<file path="src/rtl/vdm_pkg.sv">
// shared constants, types and helpers for the valid depth median 3x3 core
`timescale 1ns / 1ps

package vdm_pkg;

  localparam int VDM_SAMPLE_BITS       = 16;
  localparam int VDM_COORD_BITS        = 12;
  localparam int WIN_TAPS              = 9;
  localparam int CNT_BITS              = 4;
  localparam int DIM_BITS              = 13;
  localparam int SORT_STAGES           = 3;
  localparam int SORT_LAYERS_PER_STAGE = 3;
  localparam int IDX_BITS              = 4;
  localparam int CFG_IDX_BITS          = 1;

  localparam logic [DIM_BITS-1:0] FRAME_WIDTH_RST  = DIM_BITS'(1280);
  localparam logic [DIM_BITS-1:0] FRAME_HEIGHT_RST = DIM_BITS'(720);

  typedef enum logic [CFG_IDX_BITS-1:0] {
    REG_FRAME_WIDTH  = 1'b0,
    REG_FRAME_HEIGHT = 1'b1
  } cfg_reg_t;

  typedef struct packed {
    logic                valid;
    logic [CNT_BITS-1:0] count;
  } vdm_ctrl_t;

  // position of the upper median among all nine sorted taps, zeros first
  function automatic logic [IDX_BITS-1:0] median_index(input logic [CNT_BITS-1:0] count);
    logic [IDX_BITS-1:0] idx;
    case (count)
      4'd1:    idx = 4'd8;
      4'd2:    idx = 4'd8;
      4'd3:    idx = 4'd7;
      4'd4:    idx = 4'd7;
      4'd5:    idx = 4'd6;
      4'd6:    idx = 4'd6;
      4'd7:    idx = 4'd5;
      4'd8:    idx = 4'd5;
      4'd9:    idx = 4'd4;
      default: idx = 4'd0;
    endcase
    return idx;
  endfunction

endpackage

</file>
<file path="src/rtl/vdm_border.sv">
// first stage: edge replication of the window and valid sample count
`timescale 1ns / 1ps

module vdm_border
  import vdm_pkg::*;
#(
  parameter int SAMPLE_BITS = VDM_SAMPLE_BITS,
  parameter int COORD_BITS  = VDM_COORD_BITS
) (
  input  logic                   clk,
  input  logic                   rst,
  input  logic                   in_valid,
  input  logic [SAMPLE_BITS-1:0] win_in [WIN_TAPS],
  input  logic [COORD_BITS-1:0]  centre_col,
  input  logic [COORD_BITS-1:0]  centre_row,
  input  logic [DIM_BITS-1:0]    frame_width,
  input  logic [DIM_BITS-1:0]    frame_height,
  output logic [SAMPLE_BITS-1:0] win_out [WIN_TAPS],
  output vdm_ctrl_t              ctrl_out
);

  localparam int CMP_BITS = (COORD_BITS + 1 > DIM_BITS) ? COORD_BITS + 1 : DIM_BITS;

  logic [CMP_BITS-1:0]    col_next;
  logic [CMP_BITS-1:0]    row_next;
  logic                   left_edge;
  logic                   right_edge;
  logic                   top_edge;
  logic                   bottom_edge;
  logic [SAMPLE_BITS-1:0] win_next [WIN_TAPS];
  logic [CNT_BITS-1:0]    count_next;

  assign col_next    = CMP_BITS'(centre_col) + CMP_BITS'(1);
  assign row_next    = CMP_BITS'(centre_row) + CMP_BITS'(1);
  assign left_edge   = (centre_col == '0);
  assign top_edge    = (centre_row == '0);
  assign right_edge  = (col_next >= CMP_BITS'(frame_width));
  assign bottom_edge = (row_next >= CMP_BITS'(frame_height));

  always_comb begin
    logic [1:0] r;
    logic [1:0] c;
    count_next = '0;
    for (int i = 0; i < 3; i++) begin
      for (int j = 0; j < 3; j++) begin
        r = 2'(i);
        c = 2'(j);
        if ((i == 0 && top_edge) || (i == 2 && bottom_edge)) begin
          r = 2'd1;
        end
        if ((j == 0 && left_edge) || (j == 2 && right_edge)) begin
          c = 2'd1;
        end
        win_next[i*3+j] = win_in[IDX_BITS'(r) * IDX_BITS'(3) + IDX_BITS'(c)];
        count_next = count_next + CNT_BITS'(win_next[i*3+j] != '0);
      end
    end
  end

  always_ff @(posedge clk) begin
    win_out <= win_next;
    ctrl_out.count <= count_next;
    if (rst) begin
      ctrl_out.valid <= 1'b0;
    end else begin
      ctrl_out.valid <= in_valid;
    end
  end

endmodule

</file>
<file path="src/rtl/vdm_sort_stage.sv">
// one register stage of the odd-even transposition sorting network
`timescale 1ns / 1ps

module vdm_sort_stage
  import vdm_pkg::*;
#(
  parameter int SAMPLE_BITS = VDM_SAMPLE_BITS,
  parameter int FIRST_LAYER = 0
) (
  input  logic                   clk,
  input  logic                   rst,
  input  logic [SAMPLE_BITS-1:0] data_in  [WIN_TAPS],
  input  vdm_ctrl_t              ctrl_in,
  output logic [SAMPLE_BITS-1:0] data_out [WIN_TAPS],
  output vdm_ctrl_t              ctrl_out
);

  logic [SAMPLE_BITS-1:0] data_next [WIN_TAPS];

  always_comb begin
    logic [SAMPLE_BITS-1:0] lo;
    data_next = data_in;
    for (int l = 0; l < SORT_LAYERS_PER_STAGE; l++) begin
      for (int p = 0; p < WIN_TAPS - 1; p++) begin
        if (((p ^ (FIRST_LAYER + l)) & 1) == 0) begin
          lo = data_next[p];
          if (data_next[p] > data_next[p+1]) begin
            data_next[p]   = data_next[p+1];
            data_next[p+1] = lo;
          end
        end
      end
    end
  end

  always_ff @(posedge clk) begin
    data_out <= data_next;
    ctrl_out.count <= ctrl_in.count;
    if (rst) begin
      ctrl_out.valid <= 1'b0;
    end else begin
      ctrl_out.valid <= ctrl_in.valid;
    end
  end

endmodule

</file>
<file path="src/rtl/vdm_select.sv">
// output stage: picks the upper median from the sorted taps
`timescale 1ns / 1ps

module vdm_select
  import vdm_pkg::*;
#(
  parameter int SAMPLE_BITS = VDM_SAMPLE_BITS
) (
  input  logic                   clk,
  input  logic                   rst,
  input  logic [SAMPLE_BITS-1:0] sorted [WIN_TAPS],
  input  vdm_ctrl_t              ctrl_in,
  output logic [SAMPLE_BITS-1:0] median_depth,
  output logic [CNT_BITS-1:0]    valid_count,
  output logic                   done
);

  logic [IDX_BITS-1:0]    pick;
  logic [SAMPLE_BITS-1:0] median_next;

  assign pick        = median_index(ctrl_in.count);
  assign median_next = (ctrl_in.count == '0) ? '0 : sorted[pick];

  always_ff @(posedge clk) begin
    median_depth <= median_next;
    valid_count  <= ctrl_in.count;
    if (rst) begin
      done <= 1'b0;
    end else begin
      done <= ctrl_in.valid;
    end
  end

endmodule

</file>
<file path="src/rtl/valid_depth_median_3x3_core.sv">
// One request per clock: a request is taken at each edge with start high (busy stays
// low), and its result shows on median_depth and valid_count with done high for one
// cycle, once it has passed all five register stages: edge replication with the
// valid count, three stages of a nine-tap odd-even transposition sorting network
// (three layers each), and the median pick. The receiver cannot stall the pipeline.
// frame_width and frame_height are written through cfg_wr, cfg_index and cfg_data.
`timescale 1ns / 1ps

module valid_depth_median_3x3_core
  import vdm_pkg::*;
#(
  parameter int SAMPLE_BITS = VDM_SAMPLE_BITS,
  parameter int COORD_BITS  = VDM_COORD_BITS
) (
  input  logic                    clk,
  input  logic                    rst,
  input  logic                    start,
  output logic                    busy,
  input  logic [SAMPLE_BITS-1:0]  s_nw,
  input  logic [SAMPLE_BITS-1:0]  s_n,
  input  logic [SAMPLE_BITS-1:0]  s_ne,
  input  logic [SAMPLE_BITS-1:0]  s_w,
  input  logic [SAMPLE_BITS-1:0]  s_c,
  input  logic [SAMPLE_BITS-1:0]  s_e,
  input  logic [SAMPLE_BITS-1:0]  s_sw,
  input  logic [SAMPLE_BITS-1:0]  s_s,
  input  logic [SAMPLE_BITS-1:0]  s_se,
  input  logic [COORD_BITS-1:0]   centre_col,
  input  logic [COORD_BITS-1:0]   centre_row,
  output logic                    done,
  output logic [SAMPLE_BITS-1:0]  median_depth,
  output logic [CNT_BITS-1:0]     valid_count,
  input  logic                    cfg_wr,
  input  logic [CFG_IDX_BITS-1:0] cfg_index,
  input  logic [DIM_BITS-1:0]     cfg_data
);

  logic [DIM_BITS-1:0]    frame_width;
  logic [DIM_BITS-1:0]    frame_height;
  logic [SAMPLE_BITS-1:0] win_in [WIN_TAPS];
  logic [SAMPLE_BITS-1:0] stage_data [SORT_STAGES+1][WIN_TAPS];
  vdm_ctrl_t              stage_ctrl [SORT_STAGES+1];
  logic                   accept;

  assign busy   = 1'b0;
  assign accept = start && !busy;

  assign win_in[0] = s_nw;
  assign win_in[1] = s_n;
  assign win_in[2] = s_ne;
  assign win_in[3] = s_w;
  assign win_in[4] = s_c;
  assign win_in[5] = s_e;
  assign win_in[6] = s_sw;
  assign win_in[7] = s_s;
  assign win_in[8] = s_se;

  always_ff @(posedge clk) begin
    if (rst) begin
      frame_width  <= FRAME_WIDTH_RST;
      frame_height <= FRAME_HEIGHT_RST;
    end else if (cfg_wr) begin
      case (cfg_reg_t'(cfg_index))
        REG_FRAME_WIDTH:  frame_width  <= cfg_data;
        REG_FRAME_HEIGHT: frame_height <= cfg_data;
        default: ;
      endcase
    end
  end

  vdm_border #(
    .SAMPLE_BITS(SAMPLE_BITS),
    .COORD_BITS (COORD_BITS)
  ) u_border (
    .clk         (clk),
    .rst         (rst),
    .in_valid    (accept),
    .win_in      (win_in),
    .centre_col  (centre_col),
    .centre_row  (centre_row),
    .frame_width (frame_width),
    .frame_height(frame_height),
    .win_out     (stage_data[0]),
    .ctrl_out    (stage_ctrl[0])
  );

  for (genvar g = 0; g < SORT_STAGES; g++) begin : g_sort
    vdm_sort_stage #(
      .SAMPLE_BITS(SAMPLE_BITS),
      .FIRST_LAYER(g * SORT_LAYERS_PER_STAGE)
    ) u_sort (
      .clk     (clk),
      .rst     (rst),
      .data_in (stage_data[g]),
      .ctrl_in (stage_ctrl[g]),
      .data_out(stage_data[g+1]),
      .ctrl_out(stage_ctrl[g+1])
    );
  end

  vdm_select #(
    .SAMPLE_BITS(SAMPLE_BITS)
  ) u_select (
    .clk         (clk),
    .rst         (rst),
    .sorted      (stage_data[SORT_STAGES]),
    .ctrl_in     (stage_ctrl[SORT_STAGES]),
    .median_depth(median_depth),
    .valid_count (valid_count),
    .done        (done)
  );

  // every result traces back to an earlier accepted request
  assert property (@(posedge clk) disable iff (rst) done |-> $past(accept, 5))
    else $error("result without a matching request");

  assert property (@(posedge clk) disable iff (rst) done |-> valid_count <= CNT_BITS'(WIN_TAPS))
    else $error("valid count above window size");

  assert property (@(posedge clk) disable iff (rst)
    done && valid_count == '0 |-> median_depth == '0)
    else $error("nonzero median with no valid sample");

  assert property (@(posedge clk) disable iff (rst)
    done && valid_count != '0 |-> median_depth != '0)
    else $error("invalid sample picked as median");

endmodule

</file>
<file path="config.mk">
export PLATFORM = sky130hd
export DESIGN_NAME = valid_depth_median_3x3_core
export DESIGN_NICKNAME = d
export VERILOG_FILES = /design/src/rtl/vdm_pkg.sv /design/src/rtl/vdm_border.sv /design/src/rtl/vdm_sort_stage.sv /design/src/rtl/vdm_select.sv /design/src/rtl/valid_depth_median_3x3_core.sv
export SDC_FILE = /design/constraint.sdc
export NUM_CORES = 2
export LEC_CHECK = 0
export ABC_CLOCK_PERIOD_IN_PS = 10800
export BUFFER_PORTS_ARGS = -buffer_cell sky130_fd_sc_hd__buf_2
export CAP_MARGIN = 30
export CELL_PAD_IN_SITES_DETAIL_PLACEMENT = 1
export CELL_PAD_IN_SITES_GLOBAL_PLACEMENT = 2
export CORE_MARGIN = 2
export CORE_UTILIZATION = 40
export CTS_CLUSTER_SIZE = 30
export DETAILED_ROUTE_END_ITERATION = 7
export PLACE_DENSITY = 0.85
export SLEW_MARGIN = 30
export SYNTH_ARGS = -nofsm -noshare
export SYNTH_HDL_FRONTEND = slang
export SYNTH_HIERARCHICAL = 1
export SYNTH_SLANG_ARGS = --single-unit
</file>
<file path="constraint.sdc">
create_clock -name clk -period 10.8 [get_ports clk]
set_input_delay 1.62 -clock clk [delete_from_list [all_inputs] [get_ports clk]]
set_output_delay 1.62 -clock clk [all_outputs]
set_load 0.01 [all_outputs]
</file>
Word-level counts from Yosys, hierarchy flattened
Memories as Yosys holds them, arrays and structs flattened. A register that Yosys moved wholly into a read port is not among the register bits.
Cells that the tools add are included.
- input port bits: 186
- register bits: 643
- word-level logic and storage cells: 208
- memory bits (read-only): 64
- output and inout port bits: 22
- memories: 1
- add/subtract/negate cells: 18
- order comparisons: 47
- multipliers: 2
- reduce and logical (&&, ||, !) cells: 14
- multiplexer cells: 67
- bitwise gates (word level): 10
- memory list (name ; depth ; bits a word ; rd ports ; clocked after memory_dff ; wr ports ; RTL line ; text):
    (no name shown) ; 16 ; 4 ; 1 ; 1 ; 0 ; vdm_pkg.sv:32 ; case (count)
- operator list (operator ; count):
    32-bit two-way mux ; 36
    16-bit binary-select mux with 4-bit select ; 9
    16-bit > comparator ; 36
    16-bit two-way mux ; 18
    16-bit nonzero test ; 9
    5-bit greater-or-equal comparator, second input constant ; 9
    4-bit NOT with 5-bit output ; 9
    4-bit by 1-bit adder with 4-bit output ; 7
    12-bit by 1-bit adder with 13-bit output, second input constant ; 2
    13-bit greater-or-equal comparator ; 2
    12-bit logical NOT ; 2
    4-bit by 2-bit adder with 4-bit output ; 4
    4-bit by 1-bit adder with 4-bit output, second input constant ; 2
    2-bit by 2-bit multiplier with 4-bit output, second input constant ; 2
    2-bit by 2-bit adder with 3-bit output, first input constant ; 2
    4-bit logical NOT ; 1
    2-bit two-way mux ; 2
    2-bit AND reduction ; 2
    1-bit by 1-bit adder with 2-bit output ; 1
    1-bit two-way mux ; 2
    1-bit NOT ; 1

Depth between registers and ports, before layout
- depth in word-level cells: 17
- gate-level depth with buffers: 39
- mapped depth without buffers: 32

By module
The synthesis kept the hierarchy.
- modules (own cells, without submodules) (module ; sequential area each (sq um) ; area an instance (sq um) ; instances ; cells an instance):
    vdm_sort_stage (g_sort[0].u_sort) ; 2982.9 ; 13853.3 ; 1 ; 1675
    vdm_sort_stage (g_sort[1].u_sort) ; 2982.9 ; 13555.5 ; 1 ; 1664
    vdm_sort_stage (g_sort[2].u_sort) ; 2982.9 ; 13231.4 ; 1 ; 1552
    vdm_border ; 2982.9 ; 10117.2 ; 1 ; 870
    vdm_select ; 420.4 ; 2529.9 ; 1 ; 358
    valid_depth_median_3x3_core ; 520.5 ; 1104.8 ; 1 ; 106

Least setup slack after synthesis
OpenSTA, ideal clock, no wires.
- path type: input -> register
- start: input port centre_row[0]
- end: register u_border/ctrl_out[2] (netlist name)
- buffers on the path: 2
- library setup time: 119 ps
- required time: 10681 ps
- setup slack: 2753 ps
- arrival time: 7928 ps
- cell stages on the path: 27
- path through: ha_1 > inv_1 > nor3_1 > nand3_1 > xnor2_1 > ha_1 > a211oi_1 > o21ai_1 > a221oi_1 > o21a_1 > buf_2 > inv_2 > ha_1 > buf_1 > nand2_1 > o21ai_0 > o22ai_1 > a211oi_1 > a41oi_1 > fa_1 > inv_1 > fa_1 > fa_1 > inv_1 > fa_1 > fa_1 > xor2_1
- word-level cells in the longest chain between the ends: 17
- elaborated cells between the ends (all ways): 51
- classes of those cells: add/sub (15); mul (2); order compare (1); mux (20); bitwise (6); reduce/logical (7)
- ends and longest elaborated chain (item ; RTL line ; text):
    start, declared ; valid_depth_median_3x3_core.sv:29 ; input logic [COORD_BITS-1:0] centre_row,
    12-bit logical NOT ; vdm_border.sv:36 ; assign top_edge = (centre_row == '0);
    1-bit two-way mux ; vdm_border.sv:48 ; if ((i == 0 && top_edge) || (i == 2 && bottom_edge)) begin
    2-bit by 2-bit multiplier with 4-bit output ; vdm_border.sv:54 ; win_next[i*3+j] = win_in[IDX_BITS'(r) * IDX_BITS'(3) + IDX_BITS'(c)];
    4-bit by 2-bit adder with 4-bit output / 4-bit by 1-bit adder with 4-bit output (equally long branches) ; vdm_border.sv:54 ;
    4-bit NOT with 5-bit output (not written as such) ; vdm_border.sv:54 ;
    16-bit binary-select mux with 4-bit select ; vdm_border.sv:54 ;
    16-bit two-way mux (not written as such) (2 in a row) ; vdm_border.sv:54 ;
    16-bit nonzero test ; vdm_border.sv:55 ; count_next = count_next + CNT_BITS'(win_next[i*3+j] != '0);
    1-bit by 1-bit adder with 2-bit output ; vdm_border.sv:55 ;
    4-bit by 1-bit adder with 4-bit output (6 in a row) ; vdm_border.sv:55 ;
    4-bit by 1-bit adder with 4-bit output (*) ; vdm_border.sv:55 ;
    via u_border.count_next[2] ; vdm_border.sv:31 ; logic [CNT_BITS-1:0] count_next;
    end, declared ; vdm_border.sv:19 ; output vdm_ctrl_t ctrl_out
Mark *: on every way through the listed nets, which the timed path passes. The rest lies on a longest branch. The select of a mux whose other input is x is not followed.
A chain may end at the register's enable or synchronous reset.

==> run_results.csv <==
group,metric,value,unit
cts,cts_resized,0,
drt,routed_wl,210,mm
timing,rsz0062_at_grt,"false",
job,max_cap_viol_count,0,
cells_and_area,finish.utilization,44.3,%
critical_path,endpoint_kind,"flop",
min_path,hold_path_depth,0,
drt,num_vias,48500,
critical_path,crit_top_cell,"a21o_1",
placement,port-buffer-count,206,
global_routing,gr-total-overflow,0,
cts,clkTransAtPathRegs,0.06,ns
critical_path,critical_path_class,"reg2reg",
drt,drtPass1Iterations,8,
critical_path,cp.required,11.40,ns
floorplan,die_h,365,um
cts,cts_buffer_depth,3,
cells_and_area,regArea,12200,sq um
critical_path,startpoint_type,"flop",
run_status,failed_checks,"design-rule violations",
logic_synthesis,avgSynthCellArea,8.73,sq um
drt,drt-wirelength-per-cell,26.9,um
timing,hold_violations,0,
critical_path,crit_path_top_delay_cell,"a21oi_1",
min_path,min-delay-start,"g_sort[0].u_sort/ctrl_out[1]",
floorplan,core,129000,sq um
critical_path,worstRegToRegCells,33,
cts,clock_latency,0.70,ns
global_routing,grt_pass1_wl,310,mm
placement,dp_hpwl,164,mm
logic_synthesis,syn_inst,5980,
critical_path,cp_slowest_stage_delay,0.62,ns
timing,clock-skew-final,0.0299,ns
timing,slew_headroom,28.5,%
floorplan,die_width,365,um
global_routing,grt_util_all_layers,30.7,%
cells_and_area,drive_gt1_share,16.0,%
cts,cts_inserted_buffers,74,
critical_path,crit-reg2reg-launch,"u_border/win_out[94]",
floorplan,dieArea,133000,sq um
timing,tightest_slew,1.07,ns
global_routing,antenna_found_initial,17,
timing,setup_tns,0,ns
cts,clock-root-buffer,"clkbuf_16",
logic_synthesis,ys_warn_count,6,
critical_path,crit_family,"compound AO/OA/AOI/OAI gates",
cts,htree_levels,3,
global_routing,grt_max_degree,76,
timing,period_share,84.6,%
timing,slew_viol_final,0,
floorplan,start_util,40.3,%
critical_path,crit_fanout,43,
drt,vias_per_cell,6.22,
placement,gp_congestion,1.06,
floorplan,io_pins,208,
critical_path,arrival,9.74,ns
critical_path,path_buf_inv,4,
cts,cts.sinks,611,
logic_synthesis,synth_nets,6757,
timing,setup_viol,0,
floorplan,core.rowCount,132,
cells_and_area,multi_input_area,36400,sq um
drt,drc,2,
timing,final.min_clock_period,9.14,ns
cts,ctsHoldBuffers,0,
timing,fmax,109,MHz
drt,drtAntennaViolNets,0,
run_status,status,"finished, violations left",
global_routing,first_global_vias,48600,
min_path,min_to,"g_sort[1].u_sort/ctrl_out[1]",
drt,drtIter0Drc,4183,
cts,cts_setup_buffers,0,
min_path,hp-class,"reg2reg",
critical_path,r2r_setup_slack,1.66,ns
cells_and_area,nets,6761,
cells_and_area,syn2layout_area_growth,9.96,%
critical_path,r2r_end,"g_sort[0].u_sort/data_out[85]",
cells_and_area,fillCellCount,15200,
logic_synthesis,synth_area,52200,sq um
cts,cts_tree,"yes",
-- metrics by stage --
stage	setup slack, ns	instances	instance area [sq um]	hold WS (ns)
after floorplan	2.75	5980	52200	0.310
after global placement	1.43	7648	54600	0.319
after detailed placement	1.46	7649	54600	0.327
after CTS	1.72	7786	57300	0.321
after global routing	0.933	7792	57400	0.333
final	1.66	7796	57400	0.322
-- flip-flops by register name, summed over array words and instances, names as in the netlist --
register,flops
frame_height,13
frame_width,13
g_sort.u_sort/ctrl_out,15
g_sort.u_sort/data_out,400
u_border/ctrl_out,5
u_border/win_out,144
u_select/done,1
u_select/median_depth,16
u_select/valid_count,4
-- layer usage --
metal / vias up / GRT usage [%] / routed length (um) / share of wire [%]
li1: 22300 / - / - / -
met1: 23900 / 38.7 / 88700 / 42
met2: 1804 / 50.9 / 96900 / 46
met3: 562 / 5.19 / 13500 / 6.4
met4: 8 / 14.7 / 10800 / 5.1
met5: - / 0 / 46 / 0.022
-- worst max-delay path by stage --
stage	cells after the start	from	slack, ns	end
after global routing	33	u_border/win_out[94]	0.93	g_sort[0].u_sort/data_out[85]
after CTS	33	u_border/win_out[94]	1.72	g_sort[0].u_sort/data_out[85]
after detailed placement	23	centre_row[0]	1.46	u_border/ctrl_out[2]
after floorplan	27	centre_row[0]	2.75	u_border/ctrl_out[2]
final	33	u_border/win_out[94]	1.66	g_sort[0].u_sort/data_out[85]
after global placement	25	centre_row[0]	1.43	u_border/ctrl_out[2]
-- final cells by class --
class	instances	share of cell area (%)
multi-input cells	4428	63.4
flip-flops and latches	611	21.3
well taps	1742	3.80
inverters	564	3.69
clock buffers	93	3.53
repair buffers	305	3.12
clock inverters	44	1.14
diodes	9	0.0393
-- cells in the final DEF, fill, tap and decap left out, drive strengths merged, types with 122 or more instances in the layout --
cell type / n
a21o: 135
a21oi: 463
buf: 304
dfxtp: 611
ha: 586
inv: 578
mux2: 321
mux2i: 404
mux4: 122
nand2: 344
nand3: 125
nand4: 139
nor2: 379
o21ai: 182
Power is left out: the tool's default activity adds up to more than one toggle a clock period on the data nets, which glitch-free logic cannot reach.
